File: src/hw/rtl/iffa_pkg.sv
// Package for the first-fit heap allocator core.
// Holds sizing constants, controller state type and the command/status structs.
// No dependencies.
`default_nettype none

package iffa_pkg;

  localparam int HEAP_BYTES  = 4096;
  localparam int MAX_REQUEST = 4096;

  localparam int STORE_DEPTH = HEAP_BYTES / 8;
  localparam int IDX_W       = $clog2(STORE_DEPTH);
  localparam int UNIT_W      = $clog2(STORE_DEPTH + 1);
  localparam int NEED_W      = $clog2(MAX_REQUEST / 8 + 1);
  localparam int WORD_W      = IDX_W + 1;
  localparam int CMP_W       = ((NEED_W > UNIT_W) ? NEED_W : UNIT_W) + 2;

  localparam int REQ_W       = 16;
  localparam int ADDR_W      = 12;
  localparam int HEAP_W      = 13;
  localparam int CFG_DATA_W  = 16;
  localparam int S_DATA_W    = 32;
  localparam int M_DATA_W    = 16;

  typedef enum logic [2:0] {
    ST_FMT,
    ST_IDLE,
    ST_START,
    ST_WALK,
    ST_SPLIT,
    ST_FREE_WR,
    ST_RESP
  } ctrl_state_e;

  typedef struct packed {
    logic cfg_load;
    logic take_item;
    logic fmt_wr;
    logic walk_first;
    logic walk_next;
    logic hit_wr;
    logic split_wr;
    logic free_rd;
    logic free_wr;
    logic load_result;
  } ctrl_cmd_t;

  typedef struct packed {
    logic cfg_ok;
    logic is_free;
    logic req_ok;
    logic free_ok;
    logic fit;
    logic split;
    logic last;
    logic out_free;
  } ctrl_sts_t;

endpackage

`default_nettype wire

File: src/hw/rtl/iffa_ctrl.sv
// Controller state machine of the first-fit allocator.
// Depends on iffa_pkg (state enum, command and status structs).
`default_nettype none

module iffa_ctrl (
  input  wire logic               clk_i,
  input  wire logic               rst_ni,
  input  wire logic               s_valid_i,
  input  wire logic               cfg_valid_i,
  input  wire iffa_pkg::ctrl_sts_t sts_i,
  output iffa_pkg::ctrl_cmd_t     cmd_o,
  output logic                    s_ready_o,
  output logic                    cfg_ready_o
);

  iffa_pkg::ctrl_state_e state_q, state_d;

  always_ff @(posedge clk_i or negedge rst_ni) begin
    if (!rst_ni) begin
      state_q <= iffa_pkg::ST_FMT;
    end else begin
      state_q <= state_d;
    end
  end

  always_comb begin
    state_d = state_q;
    case (state_q)
      iffa_pkg::ST_FMT: begin
        state_d = iffa_pkg::ST_IDLE;
      end
      iffa_pkg::ST_IDLE: begin
        if (cfg_valid_i) begin
          if (sts_i.cfg_ok) begin
            state_d = iffa_pkg::ST_FMT;
          end
        end else if (s_valid_i) begin
          state_d = iffa_pkg::ST_START;
        end
      end
      iffa_pkg::ST_START: begin
        if (sts_i.is_free) begin
          state_d = sts_i.free_ok ? iffa_pkg::ST_FREE_WR : iffa_pkg::ST_RESP;
        end else begin
          state_d = sts_i.req_ok ? iffa_pkg::ST_WALK : iffa_pkg::ST_RESP;
        end
      end
      iffa_pkg::ST_WALK: begin
        if (sts_i.fit) begin
          state_d = sts_i.split ? iffa_pkg::ST_SPLIT : iffa_pkg::ST_RESP;
        end else if (sts_i.last) begin
          state_d = iffa_pkg::ST_RESP;
        end
      end
      iffa_pkg::ST_SPLIT: begin
        state_d = iffa_pkg::ST_RESP;
      end
      iffa_pkg::ST_FREE_WR: begin
        state_d = iffa_pkg::ST_RESP;
      end
      iffa_pkg::ST_RESP: begin
        if (sts_i.out_free) begin
          state_d = iffa_pkg::ST_IDLE;
        end
      end
      default: begin
        state_d = iffa_pkg::ST_IDLE;
      end
    endcase
  end

  always_comb begin
    cmd_o       = '0;
    s_ready_o   = 1'b0;
    cfg_ready_o = 1'b0;
    case (state_q)
      iffa_pkg::ST_FMT: begin
        cmd_o.fmt_wr = 1'b1;
      end
      iffa_pkg::ST_IDLE: begin
        cfg_ready_o     = 1'b1;
        s_ready_o       = !cfg_valid_i;
        cmd_o.cfg_load  = cfg_valid_i;
        cmd_o.take_item = !cfg_valid_i && s_valid_i;
      end
      iffa_pkg::ST_START: begin
        cmd_o.free_rd    = sts_i.is_free && sts_i.free_ok;
        cmd_o.walk_first = !sts_i.is_free && sts_i.req_ok;
      end
      iffa_pkg::ST_WALK: begin
        cmd_o.hit_wr    = sts_i.fit;
        cmd_o.walk_next = !sts_i.fit && !sts_i.last;
      end
      iffa_pkg::ST_SPLIT: begin
        cmd_o.split_wr = 1'b1;
      end
      iffa_pkg::ST_FREE_WR: begin
        cmd_o.free_wr = 1'b1;
      end
      iffa_pkg::ST_RESP: begin
        cmd_o.load_result = sts_i.out_free;
      end
      default: begin
        cmd_o = '0;
      end
    endcase
  end

endmodule

`default_nettype wire

File: config.mk
export PLATFORM = sky130hd
export DESIGN_NAME = iffa_ctrl
export DESIGN_NICKNAME = d
export VERILOG_FILES = /design/src/hw/rtl/iffa_pkg.sv /design/src/hw/rtl/iffa_ctrl.sv
export SDC_FILE = /design/constraint.sdc
export NUM_CORES = 1
export LEC_CHECK = 0
export ABC_AREA = 0
export BUFFER_PORTS_ARGS = -buffer_cell sky130_fd_sc_hd__clkbuf_2
export CORE_AREA = 2 2 39 41
export CTS_CLUSTER_DIAMETER = 120
export CTS_CLUSTER_SIZE = 30
export DETAILED_ROUTE_END_ITERATION = 7
export DIE_AREA = 0 0 41 43
export GPL_ROUTABILITY_DRIVEN = 0
export HOLD_SLACK_MARGIN = 0.03
export PLACE_DENSITY = 0.57
export SYNTH_ARGS = -nofsm -noshare
export SYNTH_HDL_FRONTEND = slang
export SYNTH_SLANG_ARGS = --single-unit
File: constraint.sdc
create_clock -name clk_i -period 1.6 [get_ports clk_i]
set_clock_uncertainty 0.2 [all_clocks]
set_input_delay 0.32 -clock clk_i [delete_from_list [all_inputs] [get_ports clk_i]]
set_output_delay 0.32 -clock clk_i [all_outputs]
set_load 0.02 [all_outputs]
==> results of run 1 <==
cell families after synthesis:
group | synth area share
and+or+nand+nor | 0.5643
AOI/OAI and AO/OA | 0.1515
buffers and inverters | 0.05679
DFF | 0.2273
critical path: stages, from the launching register on:
cell,delay (ps)
dfrtp_1,380
and2b_2,270
nand2b_4,80
inv_4,60
and2_4,130
buf_8,100
how the worst max path moves through the flow:
stage | endpoint
floorplan | cmd_o[2]
global placement | cmd_o[9]
detailed placement | cmd_o[9]
CTS | cmd_o[9]
global route | cmd_o[9]
finish | cmd_o[9]
per-stage QoR:
| stage | total power, W | TNS (ps) |
|---|---|---|
| 3_5_place_dp | 0.0008341 | -20.36 |
| 5_1_grt | 0.001465 | -2477 |
| 4_1_cts | 0.001091 | -1986 |
| 2_1_floorplan | 0.0006029 | -177.2 |
| 6_report | 0.001371 | -1492 |
| 3_3_place_gp | 0.0008353 | 0 |
synth_stat cells, drive strengths merged:
cell | number | share of area
or2 | 1 | 0.019
a311o | 1 | 0.030
nand2b | 5 | 0.10
nor2b | 3 | 0.057
a31oi | 2 | 0.038
and3 | 2 | 0.038
and2b | 1 | 0.023
nand3 | 3 | 0.045
a32o | 1 | 0.030
o21ai | 2 | 0.030
nor3 | 4 | 0.061
nand2 | 4 | 0.045
dfrtp | 3 | 0.23
o211ai | 1 | 0.023
nor4b | 1 | 0.045
buf | 3 | 0.045
inv | 1 | 0.011
and2 | 2 | 0.038
nor3b | 2 | 0.045
nor2 | 4 | 0.045
report_power, final:
group,total (W),internal [W],switching [W]
sequential,0.000172,0.000122,0.0000508
clock,0.000130,0.0000933,0.0000371
combinational,0.00107,0.000597,0.000472
total,0.00137,0.000811,0.000560
repair_timing:
item                                    4_1_cts  5_1_grt
buffers inserted                              2        3
pin swaps                                     5        3
hold buffers                                  1        0
endpoints found under the setup margin       12       12
endpoints found under the hold margin         3        0
gates resized for setup                      16       31
layout make-up:
class	instances	area (um2)	share of cell area
clock buffers	4	26.28	0.03640
inverters	1	6.256	0.008666
multi-input cells	39	306.5	0.4246
flip-flops and latches	3	76.32	0.1057
well taps	16	20.02	0.02773
repair buffers	35	286.5	0.3969
cells in the final DEF, fill, tap and decap left out, types with 2 or more instances in the layout:
cell and instances:
a31oi_1 2, nor3b_1 2, clkbuf_4 3, nand2b_1 3, nor2b_4 2, and2_4 2, clkbuf_2 11, nor2_1 3
dfrtp_1 2, buf_6 4, and3_1 2, nand3_1 3, buf_4 15, buf_8 2, nor3_2 3, nand2_1 4
routing by layer:
layer	vias to the layer above	share of wire	wire length, um	track usage
met5	-	0	0	0
met4	0	0	0	0.1000
met3	0	0.043	45	0.01571
met2	15	0.54	565	0.2000
met1	200	0.42	444	0.1194
li1	233	-	-	-
==> reports/results.txt, run 1 <==
GRT overflow: 0
Initial antenna violation count: 0
Starting DRT DRC Count: 4
Site Rows: 14
Max-cap viol count: 0
Max reg flops: 3
R2R cell count: 5
Tcrit/Tclk final: 1.106
Synth Register Bits: 3
CTS tree: built
CP Launch Type: register
Final min period: 1770 ps
Critical-path maximum fanout: 4
Largest regs: state_q (3)
Fmax: 564.9 MHz
Hold Fails Final Rpt: 0
Static Leak: 0.3410 nW
Actual slew at the worst max-slew pin: 240.7 ps
Residual DRC: 0
Sequential share of the synthesized area: 0.2273
Pre-CTS WS: -16.45 ps
Placed Area: 501.7 um2
IO Pins: 24
Via count: 448
RSZ-0062 raised after global routing: yes
Pwr/cell area: 1900 nW/um2
Worst-path clk slew: 40 ps
WL/cell: 10.77 um
Fillcell total: 137
ANT cells: 0
Core Box Area: 1384 um2
Layout area overhead: 118.6%
Setup crit end kind: primary output
Largest net degree at the start of global routing: 12
FF-to-FF Start: state_q[0]
Post-Layout Cell Count: 98
Tot GR Track Use: 0.1196
Ys Warns: 0
Max Buffers Root-to-Sink: 2
Worst hold path class: in -> async
Status: finished, violations left
Fin area: 721.9 um2
Avg Vias per Cell: 4.571
Final Util: 0.5217
Share of layout cells above drive strength 1: 0.6585
Post-synthesis cell area: 330.3 um2
Largest Register: state_q
Syn Nets: 58
Clk root buf: clkbuf_4
Avg Cell Area, Syn: 7.181 um2
Final setup fails: 12
Dpl cells: 88
Rel. slew slack: 0.8392
CP Class: reg -> out
Die X-Extent: 41 um
Final WL: 1055 um
Starting Density: 0.2387
CTS Buf Count: 3
WHS: 217.4 ps
# clock sinks: 3
Distinct cells, synth: 22
Drt pass-1 iters: 4
Crit Reg-Reg Endpoint: state_q[2]
Flop2flop setup slack: 10 ps
Clock latency at the later pin of the worst-skew pair: 230 ps
Die Y: 43 um
Synthesized instance count: 46
Vias in the first global route: 391
Post-route ant nets: 0
Post-route setup slack: -170.3 ps
Number of H-tree levels: 1
Violated checks: setup timing
Setup crit start: state_q[2]
Crit path DAT: 1250 ps
Pins Over Slew Limit: 0
DP HPWL: 722.9 um
First-pass GRT wire length: 1414 um
Final-stage net count: 95
Die footprint: 1763 um2
Req. time, crit path: 1080 ps
Peak VDD IR: 1.137 mV
# port buffers: 23
Note: power is estimated with default switching activity, not from simulation.
==> inputs of run 2 (changes only) <==
REMOVE_ABC_BUFFERS = 1   (was unset)
==> run 2 against run 1 <==
Setup slack got worse by 21 ps. The flow still finishes with violations (setup timing). Sequential cell count did not move. First-iteration DRC count rose by 75%.
==> reports/results.txt, run 2 (synthesis gave the netlist of run 1 again) <==
Status: finished, violations left
Violated checks: setup timing
Layout area overhead: 115.2%
Max-cap viol count: 0
Critical-path maximum fanout: 5
WL/cell: 10.28 um
Crit Reg-Reg Endpoint: state_q[0]
First-pass GRT wire length: 1469 um
CP max-delay cell: dfrtp_1
CTS tree: built
Largest regs: state_q (3)
Fmax: 558.4 MHz
DP HPWL: 695.7 um
GRT overflow: 0
Crit path DAT: 1270 ps
Most common cell after layout, fill and taps aside: buf_4
Avg Vias per Cell: 4.455
Power share of the combinational group: 0.763
CP Launch Type: register
Die Y: 43 um
IO Pins: 24
Setup crit end kind: primary output
Largest net degree at the start of global routing: 10
Worst hold path class: in -> async
Residual DRC: 0
Tot GR Track Use: 0.1208
Peak VDD IR: 0.8431 mV
Setup TNS Final: -1757 ps
Clk root buf: clkbuf_4
Core Box Area: 1384 um2
Final-stage net count: 98
Pins Over Slew Limit: 0
Post-route setup slack: -190.8 ps
Actual slew at the worst max-slew pin: 216.9 ps
Tcrit/Tclk final: 1.119
Final WL: 1038 um
Final min period: 1791 ps
Dpl cells: 90
WHS: 210.7 ps
CP Class: reg -> out
Switching power total: 0.0005481 W
# port buffers: 23
Via count: 450
Static Leak: 0.3446 nW
FF-to-FF Start: state_q[0]
Pwr/cell area: 1906 nW/um2
Post-route ant nets: 0
Crit-path cells: and2b_2 -> nand2b_4 -> inv_2 -> and2_4 -> buf_8
Most frequent cells in the layout: 15 x buf_4, 11 x clkbuf_2, 8 x buf_6
# clock sinks: 3
Max Buffers Root-to-Sink: 2
Flop2flop setup slack: -140 ps
Vias in the first global route: 387
ANT cells: 0
Switch share: 0.4047
Initial antenna violation count: 0
RSZ-0062 raised after global routing: yes
Site Rows: 14
Number of H-tree levels: 1
Drt pass-1 iters: 2
Clock share of power: 0.099
CTS Buf Count: 3
CP peak stage delay: 400 ps
Die footprint: 1763 um2
Rel. slew slack: 0.8544
Share of layout cells above drive strength 1: 0.6353
Die X-Extent: 41 um
Largest Register: state_q
Starting Density: 0.2387
Share of total power in sequential cells: 0.138
Hold Fails Final Rpt: 0
Max reg flops: 3
R2R cell count: 6
Internal: 0.0008064 W
Req. time, crit path: 1080 ps
Post-Layout Cell Count: 101
Clock latency at the later pin of the worst-skew pair: 230 ps
Starting DRT DRC Count: 7
Final Util: 0.5136
Worst-path clk slew: 40 ps
Final setup fails: 14
run 2: critical path, delay by kind of cell, from the launching register on:
kind	cells	cell delay, ps
flip-flops	1	400
AND/OR/NAND/NOR	3	480
buffers and inverters	2	160
run 2: layer usage:
layer	up-vias	GRT usage	routed length (um)
met2	17	0.2000	548
met3	2	0.02094	59
met5	-	0	0
met4	0	0.06000	15
met1	193	0.1396	414
li1	238	-	-
run 2: area by class of cell:
| class | instances | area (um2) |
|---|---|---|
| timing repair buffer | 38 | 292.8 |
| multi-input combinational | 39 | 291.5 |
| sequential | 3 | 76.32 |
| inverter | 1 | 3.754 |
| fill | 127 | 673.1 |
| clock buffer | 4 | 26.28 |
| tap | 16 | 20.02 |
run 2: through the flow:
stage	power (W)	area [um2]	worst slack, ps
detailed placement	0.0008671	510.5	-12.49
CTS	0.001177	643.1	-199.9
finish	0.001355	710.7	-190.8
global route	0.001440	710.7	-241.3
global placement	0.0008674	510.5	22.72
floorplan	0.0005671	315.3	-187.1
run 2: what timing repair did:
item,in CTS,in global routing
hold buffers,1,0
pin swaps,5,3
buffers inserted,4,2
setup endpoints to repair,12,14
hold endpoints to repair,3,0
resized for setup,20,24
run 2: worst max path at each step:
stage / from / endpoint / slack [ps] / depth (start not counted)
after floorplan: state_q[2] / cmd_o[5] / -190 / 3
after global placement: state_q[2] / cmd_o[9] / 20 / 5
after detailed placement: state_q[2] / cmd_o[9] / -10 / 5
after CTS: state_q[0] / cmd_o[9] / -200 / 5
after global routing: state_q[0] / cmd_o[9] / -240 / 5
final: state_q[0] / cmd_o[9] / -190 / 5
run 2: power groups by stage:
stage / combinational [W] / clock, W / sequential [W]
after floorplan: 0.000375 / 0 / 0.000192
after global placement: 0.000701 / 0 / 0.000166
after detailed placement: 0.000699 / 0 / 0.000168
after CTS: 0.000865 / 0.000136 / 0.000176
after global routing: 0.00110 / 0.000144 / 0.000193
final: 0.00103 / 0.000134 / 0.000187
